<file path="config.mk">
export PLATFORM = sky130hd
export DESIGN_NAME = sync_length_crc_deframer_top
export DESIGN_NICKNAME = d
export VERILOG_FILES = /design/src/slcd_pkg.sv /design/src/sync_length_crc_deframer_top.sv
export VERILOG_INCLUDE_DIRS = /design/src /design/src/src
export SDC_FILE = /design/constraint.sdc
export NUM_CORES = 1
export LEC_CHECK = 0
export BUFFER_PORTS_ARGS = -buffer_cell sky130_fd_sc_hd__buf_2
export CAP_MARGIN = 20
export CORE_ASPECT_RATIO = 1.4
export CORE_MARGIN = 1.5
export CORE_UTILIZATION = 55
export CTS_CLUSTER_DIAMETER = 30
export DETAILED_ROUTE_END_ITERATION = 8
export PLACE_DENSITY_LB_ADDON = 0.2
export SLEW_MARGIN = 20
export SYNTH_ARGS = -nofsm -noshare
export SYNTH_HDL_FRONTEND = slang
export SYNTH_SLANG_ARGS = --single-unit
</file>
<file path="constraint.sdc">
create_clock -name clk -period 11 [get_ports clk]
set_input_delay 0.55 -clock clk [delete_from_list [all_inputs] [get_ports clk]]
set_output_delay 0.55 -clock clk [all_outputs]
set_load 0.01 [all_outputs]
</file>
<file path="src/sync_length_crc_deframer_top_assert.svh">
// Assertion macros shared by the deframer RTL.
`ifndef SYNC_LENGTH_CRC_DEFRAMER_TOP_ASSERT_SVH
`define SYNC_LENGTH_CRC_DEFRAMER_TOP_ASSERT_SVH

// Same-cycle implication, checked outside reset.
`define SLCD_ASSERT_IMPL(label, clk, rst_n, ante, cons) \
    label: assert property (@(posedge clk) disable iff (!rst_n) (ante) |-> (cons)) \
        else $error("deframer same-cycle check failed");

// Next-cycle implication, checked outside reset.
`define SLCD_ASSERT_NEXT(label, clk, rst_n, ante, cons) \
    label: assert property (@(posedge clk) disable iff (!rst_n) (ante) |=> (cons)) \
        else $error("deframer next-cycle check failed");

`endif

</file>
<file path="src/slcd_pkg.sv">
package slcd_pkg;

    localparam int FRAME_LIMIT_DEFAULT = 4096;

    localparam logic [7:0]  SYNC_FIRST_RST  = 8'h38;
    localparam logic [7:0]  SYNC_SECOND_RST = 8'hA6;
    localparam logic [7:0]  SYNC_THIRD_RST  = 8'h05;
    localparam logic [12:0] MAX_FRAME_RST   = 13'd4096;
    localparam logic [15:0] CRC_INIT_RST    = 16'hFFFF;
    localparam logic [15:0] CRC_POLY        = 16'h1021;

    // Frame positions with a role of their own.
    localparam int POS_HUNT    = 0;
    localparam int POS_SYNC2   = 1;
    localparam int POS_SYNC3   = 2;
    localparam int POS_CMD     = 3;
    localparam int POS_PORT    = 4;
    localparam int POS_IP0     = 5;
    localparam int POS_IP1     = 6;
    localparam int POS_IP2     = 7;
    localparam int POS_IP3     = 8;
    localparam int POS_IPP_HI  = 9;
    localparam int POS_IPP_LO  = 10;
    localparam int POS_PREFIX  = 11;
    localparam int POS_DEVICE  = 12;
    localparam int POS_SEQ     = 13;
    localparam int POS_LEN_HI  = 14;
    localparam int POS_LEN_LO  = 15;

    localparam int CFG_INDEX_W = 3;
    localparam int CFG_DATA_W  = 16;

    typedef enum logic [CFG_INDEX_W-1:0] {
        CFG_SYNC_FIRST  = 3'd0,
        CFG_SYNC_SECOND = 3'd1,
        CFG_SYNC_THIRD  = 3'd2,
        CFG_MAX_FRAME   = 3'd3,
        CFG_CRC_INIT    = 3'd4
    } cfg_index_t;

    typedef enum logic [2:0] {
        KIND_DATA      = 3'd0,
        KIND_GOOD      = 3'd1,
        KIND_CRC_ERR   = 3'd2,
        KIND_ZERO_LEN  = 3'd3,
        KIND_OVERFLOW  = 3'd4
    } kind_t;

    typedef struct packed {
        logic [7:0]  cmd;
        logic [7:0]  port;
        logic [31:0] ipv4;
        logic [15:0] ip_port;
        logic [7:0]  prefix;
        logic [7:0]  device;
        logic [7:0]  seq;
        logic [15:0] length;
    } hdr_t;

    // CRC-16 CCITT, MSB first, one byte per call.
    function automatic logic [15:0] crc16_byte(input logic [15:0] crc_in,
                                               input logic [7:0] data);
        logic [15:0] c;
        c = crc_in ^ {data, 8'h00};
        for (int i = 0; i < 8; i++)
        begin
            c = c[15] ? ((c << 1) ^ CRC_POLY) : (c << 1);
        end
        return c;
    endfunction

endpackage

</file>
<file path="src/sync_length_crc_deframer_top.sv">
// Channel   Direction  Handshake              Payload
// input     in         in_valid / in_ready    rx_byte
// result    out        out_valid / out_ready  result_kind, data_byte, header fields
// config    in         cfg_valid / cfg_ready  cfg_index, cfg_data
//
// One byte is taken per cycle; its whole step (overflow check, sync or header
// capture, byte-wide CRC update, CRC compare) is one level of logic into the
// state and result registers, so the block sustains one item per clock.
// Reset (rst_n, asynchronous) loads the register defaults and starts the hunt.
// The result register is the only stall point: a new byte is taken whenever it
// is empty or its item is being taken in the same cycle.
module sync_length_crc_deframer_top #(
    parameter int FRAME_LIMIT = slcd_pkg::FRAME_LIMIT_DEFAULT
) (
    input  logic                             clk,
    input  logic                             rst_n,
    input  logic                             in_valid,
    output logic                             in_ready,
    input  logic [7:0]                       rx_byte,
    output logic                             out_valid,
    input  logic                             out_ready,
    output logic [2:0]                       result_kind,
    output logic [7:0]                       data_byte,
    output logic [7:0]                       command_byte,
    output logic [7:0]                       port_number,
    output logic [31:0]                      ipv4_address,
    output logic [15:0]                      ip_port,
    output logic [7:0]                       device_prefix,
    output logic [7:0]                       device_id,
    output logic [7:0]                       sequence_number,
    output logic [15:0]                      payload_length,
    input  logic                             cfg_valid,
    output logic                             cfg_ready,
    input  logic [slcd_pkg::CFG_INDEX_W-1:0] cfg_index,
    input  logic [slcd_pkg::CFG_DATA_W-1:0]  cfg_data
);

    localparam int POS_W = $clog2(FRAME_LIMIT + 1);
    localparam int LIM_W = (POS_W > 13) ? POS_W : 13;

    // Configuration registers
    logic [7:0]  sync_first_reg;
    logic [7:0]  sync_second_reg;
    logic [7:0]  sync_third_reg;
    logic [12:0] max_frame_reg;
    logic [15:0] crc_init_reg;

    // Frame state
    logic [POS_W-1:0] pos_reg,      pos_next;
    logic [16:0]      left_reg,     left_next;
    logic [15:0]      crc_reg,      crc_next;
    logic [7:0]       crc_hi_reg,   crc_hi_next;
    slcd_pkg::hdr_t   hdr_reg,      hdr_next;

    // Result register
    logic            out_valid_reg, out_valid_next;
    slcd_pkg::kind_t kind_reg,      kind_next;
    logic [7:0]      data_reg,      data_next;
    slcd_pkg::hdr_t  out_hdr_reg,   out_hdr_next;

    logic             in_accept;
    logic [LIM_W-1:0] limit;
    logic             overflow;
    logic             emit;

    assign in_ready  = !out_valid_reg || out_ready;
    assign in_accept = in_valid && in_ready;
    assign cfg_ready = 1'b1;

    assign out_valid       = out_valid_reg;
    assign result_kind     = kind_reg;
    assign data_byte       = data_reg;
    assign command_byte    = out_hdr_reg.cmd;
    assign port_number     = out_hdr_reg.port;
    assign ipv4_address    = out_hdr_reg.ipv4;
    assign ip_port         = out_hdr_reg.ip_port;
    assign device_prefix   = out_hdr_reg.prefix;
    assign device_id       = out_hdr_reg.device;
    assign sequence_number = out_hdr_reg.seq;
    assign payload_length  = out_hdr_reg.length;

    always_comb
    begin
        if (LIM_W'(max_frame_reg) > LIM_W'(FRAME_LIMIT))
        begin
            limit = LIM_W'(FRAME_LIMIT);
        end
        else
        begin
            limit = LIM_W'(max_frame_reg);
        end
        overflow = (pos_reg != '0) && (LIM_W'(pos_reg) >= limit);
    end

    // One byte step: overflow restart first, then the position's own work.
    always_comb
    begin
        pos_next     = pos_reg;
        left_next    = left_reg;
        crc_next     = crc_reg;
        crc_hi_next  = crc_hi_reg;
        hdr_next     = hdr_reg;
        emit         = 1'b0;
        kind_next    = slcd_pkg::KIND_OVERFLOW;
        data_next    = 8'h00;
        out_hdr_next = hdr_reg;

        if (overflow)
        begin
            emit        = 1'b1;
            pos_next    = '0;
            left_next   = '0;
            crc_next    = crc_init_reg;
            crc_hi_next = 8'h00;
            hdr_next    = '0;
        end

        case (pos_next)
            POS_W'(slcd_pkg::POS_HUNT):
            begin
                if (rx_byte == sync_first_reg)
                begin
                    crc_next = slcd_pkg::crc16_byte(crc_init_reg, rx_byte);
                    pos_next = POS_W'(slcd_pkg::POS_SYNC2);
                end
            end
            POS_W'(slcd_pkg::POS_SYNC2),
            POS_W'(slcd_pkg::POS_SYNC3):
            begin
                if (rx_byte == ((pos_next == POS_W'(slcd_pkg::POS_SYNC2)) ?
                                sync_second_reg : sync_third_reg))
                begin
                    crc_next = slcd_pkg::crc16_byte(crc_reg, rx_byte);
                    pos_next = pos_next + POS_W'(1);
                end
                else
                begin
                    pos_next    = '0;
                    left_next   = '0;
                    crc_next    = crc_init_reg;
                    crc_hi_next = 8'h00;
                    hdr_next    = '0;
                end
            end
            POS_W'(slcd_pkg::POS_LEN_HI):
            begin
                crc_next            = slcd_pkg::crc16_byte(crc_reg, rx_byte);
                hdr_next.length     = {rx_byte, 8'h00};
                pos_next            = POS_W'(slcd_pkg::POS_LEN_LO);
            end
            POS_W'(slcd_pkg::POS_LEN_LO):
            begin
                crc_next              = slcd_pkg::crc16_byte(crc_reg, rx_byte);
                hdr_next.length[7:0]  = rx_byte;
                if (hdr_next.length == 16'h0000)
                begin
                    emit         = 1'b1;
                    kind_next    = slcd_pkg::KIND_ZERO_LEN;
                    out_hdr_next = hdr_next;
                    pos_next     = '0;
                    left_next    = '0;
                    crc_next     = crc_init_reg;
                    crc_hi_next  = 8'h00;
                    hdr_next     = '0;
                end
                else
                begin
                    left_next = {1'b0, hdr_next.length} + 17'd2;
                    pos_next  = pos_next + POS_W'(1);
                end
            end
            default:
            begin
                if (pos_next < POS_W'(slcd_pkg::POS_LEN_HI))
                begin
                    crc_next = slcd_pkg::crc16_byte(crc_reg, rx_byte);
                    pos_next = pos_next + POS_W'(1);
                    case (pos_reg)
                        POS_W'(slcd_pkg::POS_CMD):    hdr_next.cmd            = rx_byte;
                        POS_W'(slcd_pkg::POS_PORT):   hdr_next.port           = rx_byte;
                        POS_W'(slcd_pkg::POS_IP0):    hdr_next.ipv4[31:24]    = rx_byte;
                        POS_W'(slcd_pkg::POS_IP1):    hdr_next.ipv4[23:16]    = rx_byte;
                        POS_W'(slcd_pkg::POS_IP2):    hdr_next.ipv4[15:8]     = rx_byte;
                        POS_W'(slcd_pkg::POS_IP3):    hdr_next.ipv4[7:0]      = rx_byte;
                        POS_W'(slcd_pkg::POS_IPP_HI): hdr_next.ip_port[15:8]  = rx_byte;
                        POS_W'(slcd_pkg::POS_IPP_LO): hdr_next.ip_port[7:0]   = rx_byte;
                        POS_W'(slcd_pkg::POS_PREFIX): hdr_next.prefix         = rx_byte;
                        POS_W'(slcd_pkg::POS_DEVICE): hdr_next.device         = rx_byte;
                        POS_W'(slcd_pkg::POS_SEQ):    hdr_next.seq            = rx_byte;
                        default:                      hdr_next.cmd            = hdr_reg.cmd;
                    endcase
                end
                else if (left_reg > 17'd2)
                begin
                    emit      = 1'b1;
                    kind_next = slcd_pkg::KIND_DATA;
                    data_next = rx_byte;
                    crc_next  = slcd_pkg::crc16_byte(crc_reg, rx_byte);
                    left_next = left_reg - 17'd1;
                    pos_next  = pos_next + POS_W'(1);
                end
                else if (left_reg == 17'd2)
                begin
                    crc_hi_next = rx_byte;
                    left_next   = 17'd1;
                    pos_next    = pos_next + POS_W'(1);
                end
                else
                begin
                    // Last CRC byte closes the frame.
                    emit = 1'b1;
                    if ((crc_hi_reg == crc_reg[15:8]) && (rx_byte == crc_reg[7:0]))
                    begin
                        kind_next = slcd_pkg::KIND_GOOD;
                    end
                    else
                    begin
                        kind_next = slcd_pkg::KIND_CRC_ERR;
                    end
                    pos_next    = '0;
                    left_next   = '0;
                    crc_next    = crc_init_reg;
                    crc_hi_next = 8'h00;
                    hdr_next    = '0;
                end
            end
        endcase
    end

    always_comb
    begin
        if (in_accept)
        begin
            out_valid_next = emit;
        end
        else if (out_ready)
        begin
            out_valid_next = 1'b0;
        end
        else
        begin
            out_valid_next = out_valid_reg;
        end
    end

    always_ff @(posedge clk or negedge rst_n)
    begin
        if (!rst_n)
        begin
            sync_first_reg  <= slcd_pkg::SYNC_FIRST_RST;
            sync_second_reg <= slcd_pkg::SYNC_SECOND_RST;
            sync_third_reg  <= slcd_pkg::SYNC_THIRD_RST;
            max_frame_reg   <= slcd_pkg::MAX_FRAME_RST;
            crc_init_reg    <= slcd_pkg::CRC_INIT_RST;
        end
        else if (cfg_valid && cfg_ready)
        begin
            unique case (cfg_index)
                slcd_pkg::CFG_SYNC_FIRST:  sync_first_reg  <= cfg_data[7:0];
                slcd_pkg::CFG_SYNC_SECOND: sync_second_reg <= cfg_data[7:0];
                slcd_pkg::CFG_SYNC_THIRD:  sync_third_reg  <= cfg_data[7:0];
                slcd_pkg::CFG_MAX_FRAME:   max_frame_reg   <= cfg_data[12:0];
                slcd_pkg::CFG_CRC_INIT:    crc_init_reg    <= cfg_data[15:0];
                default:                   crc_init_reg    <= crc_init_reg;
            endcase
        end
    end

    always_ff @(posedge clk or negedge rst_n)
    begin
        if (!rst_n)
        begin
            pos_reg    <= '0;
            left_reg   <= '0;
            crc_reg    <= slcd_pkg::CRC_INIT_RST;
            crc_hi_reg <= 8'h00;
            hdr_reg    <= '0;
        end
        else if (in_accept)
        begin
            pos_reg    <= pos_next;
            left_reg   <= left_next;
            crc_reg    <= crc_next;
            crc_hi_reg <= crc_hi_next;
            hdr_reg    <= hdr_next;
        end
    end

    always_ff @(posedge clk or negedge rst_n)
    begin
        if (!rst_n)
        begin
            out_valid_reg <= 1'b0;
        end
        else
        begin
            out_valid_reg <= out_valid_next;
        end
    end

    always_ff @(posedge clk)
    begin
        if (in_accept && emit)
        begin
            kind_reg    <= kind_next;
            data_reg    <= data_next;
            out_hdr_reg <= out_hdr_next;
        end
    end

`include "sync_length_crc_deframer_top_assert.svh"

    `SLCD_ASSERT_IMPL(a_pos_bound, clk, rst_n, 1'b1, LIM_W'(pos_reg) <= LIM_W'(FRAME_LIMIT))
    `SLCD_ASSERT_IMPL(a_left_in_payload, clk, rst_n, left_reg != 17'd0,
                      pos_reg >= POS_W'(slcd_pkg::POS_LEN_LO + 1))
    `SLCD_ASSERT_NEXT(a_ctrl_zero_data, clk, rst_n, in_accept && emit &&
                      (kind_next != slcd_pkg::KIND_DATA), data_byte == 8'h00)

endmodule
</file>
# Word level (Yosys, flattened, before mapping)
# Index checks and enable logic that the tools add are counted.
[word_totals]
elab_cells = 185
out_inout_bits = 118
in_bits = 32
reg_bits = 327
[classes]
eq_ne = 25
addsub = 3
magnitude_cmp = 4
mux = 84
n_reduce_logical = 22
bitwise = 19
[op_table]
columns = ["op", "n"]
rows = [
  ["104-bit 2-to-1 mux", 7],
  ["13-bit 2-to-1 mux", 24],
  ["88-bit case mux with 3 select lines", 1],
  ["8-bit 2-to-1 mux", 17],
  ["16-bit 2-to-1 mux", 8],
  ["16-bit case mux with 4 select lines", 2],
  ["13-bit by 4-bit equality test with 1-bit output (second input constant)", 8],
  ["88-bit 2-to-1 mux", 1],
  ["17-bit 2-to-1 mux", 5],
  ["13-bit by 3-bit equality test with 1-bit output (second input constant)", 4],
  ["13-bit case mux with 4 select lines", 1],
  ["17-bit case mux with 3 select lines", 1],
  ["3-bit NOT", 16],
  ["8-bit equality test", 4],
  ["16-bit bitwise XOR", 2],
  ["13-bit by 2-bit equality test with 1-bit output (second input constant)", 2],
  ["8-bit case mux with 3 select lines", 1],
  ["16-bit by 2-bit adder with 17-bit output (second input constant)", 1],
  ["17-bit by 2-bit equality test with 1-bit output (second input constant)", 1],
  ["17-bit by 2-bit greater-than comparator with 1-bit output (second input constant)", 1],
  ["17-bit by 1-bit subtractor with 17-bit output (second input constant)", 1],
  ["16-bit zero test", 1],
  ["8-bit case mux with 2 select lines", 1],
  ["13-bit by 1-bit adder with 13-bit output (second input constant)", 1],
  ["other kinds (26)", 46],
]

# Depth between registers and ports, before layout
[depth]
word_depth = 20
depth_mapped = 20
ltp_nobuf = 18

# Least setup slack after synthesis
# Ideal clock, no wire load.
[synth_timing]
path_kind = "flip-flop to flip-flop"
start = "register max_frame_reg[12]"
end = "register out_hdr_reg (netlist bit command_byte[0]) (enable)"
path_buffers = 2
period_less_slack_ns = 9.868
setup_ns = 0.659
arrival_ns = 9.209
stages_incl_launch_ff = 15
setup_slack_ns = 1.132
required_time_ns = 10.341
cell_sequence = "dfstp_2 inv_1 clkbuf_1 nand2_1 ha_1 nand4_1 or4_1 o211a_2 and3_1 ha_1 o21ai_0 o21a_1 clkbuf_1 nand2_1 a31oi_1"
[synth_via]
elab_chain_cells = 10
elab_cells_between_ends = 21
cone_classes = "order compare (3); eq/ne (4); mux (9); reduce/logical (5)"
[synth_lines]
columns = ["item", "line", "rtl"]
rows = [
  ["from (decl)", "sync_length_crc_deframer_top.sv:45", "logic [12:0] max_frame_reg;"],
  ["from (signal assigned)", "sync_length_crc_deframer_top.sv:253", "max_frame_reg <= slcd_pkg::MAX_FRAME_RST;"],
  ["from (signal assigned)", "sync_length_crc_deframer_top.sv:262", "slcd_pkg::CFG_MAX_FRAME: max_frame_reg <= cfg_data[12:0];"],
  ["13-bit greater-than comparator", "sync_length_crc_deframer_top.sv:84", "if (LIM_W'(max_frame_reg) > LIM_W'(FRAME_LIMIT))"],
  ["13-bit 2-to-1 mux (*)", "sync_length_crc_deframer_top.sv:84", ""],
  ["13-bit greater-or-equal comparator (*)", "sync_length_crc_deframer_top.sv:92", "overflow = (pos_reg != '0) && (LIM_W'(pos_reg) >= limit);"],
  ["1-bit logical AND (*)", "sync_length_crc_deframer_top.sv:92", ""],
  ["branches (longest 4 deep; another with 13-bit by 4-bit < comparator with 1-bit output)", "-", ""],
  ["1-bit case mux with 2 select lines (*)", "sync_length_crc_deframer_top.sv:118", "case (pos_next)"],
  ["1-bit logical AND (*)", "sync_length_crc_deframer_top.sv:303", "if (in_accept && emit)"],
  ["to (signal assigned)", "sync_length_crc_deframer_top.sv:307", "out_hdr_reg <= out_hdr_next;"],
  ["to (decl)", "sync_length_crc_deframer_top.sv:59", "slcd_pkg::hdr_t out_hdr_reg, out_hdr_next;"],
]
# Every way passes the cells marked *.
# A chain may end at the register's enable or synchronous reset.

# Final worst setup path
[layout_timing]
start = "register max_frame_reg[12]"
end = "register out_hdr_reg (netlist bit ip_port[5]) (enable)"
# Same word-level chain as after synthesis.

==> impl_metrics.tcl <==
set metrics [dict create \
    status "complete, no violations" \
    timing.hold.ws_ns 0.0133 \
    synth-edff-count 115 \
    grt.busiest_layer "met2" \
    synth_top_family_by_area "compound AO/OA/AOI/OAI gates" \
    htreeDepth 2 \
    grt_max_degree 78 \
    met1_usage_pct 34.9 \
    num_antenna_cells 0 \
    drc 0 \
    fin_skew_ns 0.0181 \
    synth_top_area_share_pct 26.7 \
    die-area_sq_um 30000 \
    synthTopCellsByCount "dfrtp_1, clkbuf_1, nand2_1" \
    clockRootBuffer "clkbuf_16" \
    cp_max_fo 51 \
    worst_pin_slew_ns 1.19 \
    grt_overflow 0 \
    ir_worst_vdd_uv 157 \
    drive_gt1_share_pct 26.3 \
    leakage_nw 7.78 \
    die_x_um 147 \
    ys_top_cells_by_area "dfrtp_1, edfxtp_1, dfstp_2, a22o_1, clkbuf_1" \
    synth.mux.area_fraction_pct 3.53 \
    postCtsHoldBufs 0 \
    core_area_sq_um 28400 \
    postSynth.asyncResetShare_pct 64.8 \
    worstSetupEndpointType "register" \
    slowest_delay_ns 0.86 \
    portBuffers 148 \
    synth_simple_gate_area_share_pct 12.3 \
    finalSetupTns_ns 0 \
    cts_resized 0 \
    cts_buffers 48 \
    ys_types 85 \
    drt_first_iter_violations 1123 \
    io_pins 150 \
    path_cells "inv_1, ha_1, nand4_1, or4_1, o211a_2, and3_1, ha_1, o21ai_0, o21a_1, nand2_1, a31oi_4, buf_4, buf_4" \
    utilization_pct 64.2 \
    slew_viol_final 0 \
    synth-seq-area-share_pct 55.4 \
    yosysTopAreaCell "dfrtp_1" \
    setup_violations 0 \
    synth_seq_cells 327 \
    synth_compound_area_share_pct 16.8 \
    grt.met2_usage_pct 46.7 \
    syn_area_per_cell_sq_um 11.2 \
    dpl.hpwl_mm 27.4 \
    postPlaceCellArea_sq_um 16500 \
    place.gp.congestion 0.925 \
    grt_usage_pct 28.3 \
    synth_xor_area_share_pct 5.06 \
    crit_type "register to register" \
    fp-row-count 73 \
    finalPower_mw 5.69 \
    synth_fa_ha_area_share_pct 1.57 \
    cts_num_sinks 327 \
    grt_pass1_vias 11500 \
    clockBufferDepth 3 \
    layoutNonFillerInstCount 1878 \
    critPathSlowestCell "a31oi_4" \
    clk_pin_slew_ns 0.05 \
    clock_latency_ns 0.57 \
    pre_cts_slack_ns 4.83 \
    synth.most_common_cell "dfrtp_1" \
    fin_ws_ns 4.78 \
    synth_fp_nets 1478 \
    area.growth.synth_to_final_pct 14.6 \
    crit_required_ns 11.19 \
    synth_area_sq_um 15900 \
    cp-start-kind "register" \
    hold_viol 0 \
    cp.arrival_ns 6.40 \
    grt_pass1_wl_mm 65.6 \
    netlist_instances 1426 \
    powerDensity_nw_per_um2 312 \
    fmax_ghz 0.161 \
    fp.dieH_um 204 \
    num_vias 11800 \
    drtPass1Iterations 6 \
    final_antenna_net_count 0 \
    grt_antenna_before_repair 0 \
    start_util_pct 56.0 \
    largest_reg_flops 104 \
    dp.cells 1787 \
    viasPerCell 6.26 \
    post_cts_buffers 0 \
    tritoncts "built" \
    wl_per_cell_um 22.4 \
    rsz0062_at_grt "no" \
    final_cell_area_sq_um 18200 \
    hold_path.class "input port to asynchronous set/reset pin" \
    drv_cap 0 \
    nets 1515 \
    slew-limit-headroom_pct 20.4 \
    use_met3_pct 4.64 \
    wl_mm 42.0 \
    fin_crit_sh_pct 56.5 \
    ys.flop_type "dfrtp_1" \
    yosys_warnings 0 \
    fin_crit_ns 6.22 \
]
==> path summary, 6_finish.rpt <==
path / startpoint / to / cells past startpoint / slack, ns
setup reg to reg: max_frame_reg[12]$_DFFE_PN1P_ / ip_port[5]$_DFFE_PP_ / 13 / 4.78
max in group asynchronous: rst_n / hdr_reg[45]$_DFFE_PN0P_ / 2 / 9.66
hold reg to reg: hdr_reg[40]$_DFFE_PN0P_ / ip_port[0]$_DFFE_PP_ / 0 / 0.44
min in group clk: cfg_data[14] / crc_init_reg[14]$_DFFE_PN1P_ / 2 / 0.23
hold / removal: rst_n / max_frame_reg[7]$_DFFE_PN0P_ / 1 / 0.01
setup / recovery: max_frame_reg[12]$_DFFE_PN1P_ / ip_port[5]$_DFFE_PP_ / 13 / 4.78
==> cells in the final DEF (no fill, tap or decap), drive strengths merged, types with 26 or more instances in the layout <==
cell | netlist | final
a21oi | 43 | 43
a22o | 108 | 108
and3 | 26 | 26
buf | 31 | 164
clkbuf | 147 | 55
dfrtp | 170 | 170
dfstp | 42 | 42
edfxtp | 115 | 115
inv | 29 | 42
mux2 | 49 | 49
nand2 | 144 | 144
nand3 | 29 | 29
nor2 | 71 | 71
nor3 | 32 | 32
o21ai | 71 | 71
xnor2 | 57 | 57
xor2 | 35 | 35
==> worst max-delay path, delay by kind of cell (launching register included) <==
kind	cells	cell delay, ns
buffers and inverters	3	1.30
and+or+nand+nor	4	1.15
AOI/OAI and AO/OA	4	2.14
DFF	1	0.53
adders and majority gates	2	0.64
==> report_power, final <==
part	leakage (nW)	switching, mW	total (mW)	internal (mW)
clock network	0.801	0.602	1.57	0.969
logic	3.15	1.36	2.12	0.761
registers	3.82	0.268	2.00	1.73
==> cells by family (layout without fill, tap and decap cells) <==
family | after synthesis | in the layout
and+or+nand+nor | 383 | 383
DFF | 327 | 327
muxes | 50 | 50
other | 1 | 1
xor gates and xnor gates | 92 | 92
adders and majority gates | 20 | 20
buffers and inverters | 207 | 284
AOI/OAI and AO/OA | 346 | 346
==> per-layer routing <==
layer	part of all wire [%]	vias to the layer above
met5	0	-
met4	5.8	0
met3	6.5	150
met2	49	570
met1	39	5792
li1	-	5248
==> cell type report <==
type,instances,area [sq um]
Clock inverter,36,453
Clock buffer,54,1220
Sequential cell,327,8810
Timing Repair Buffer,165,890
Inverter,29,109
Fill cell,2181,10200
Tap cell,375,469
Multi-Input combinational cell,892,6290
Power figures use the tool's default switching activity.
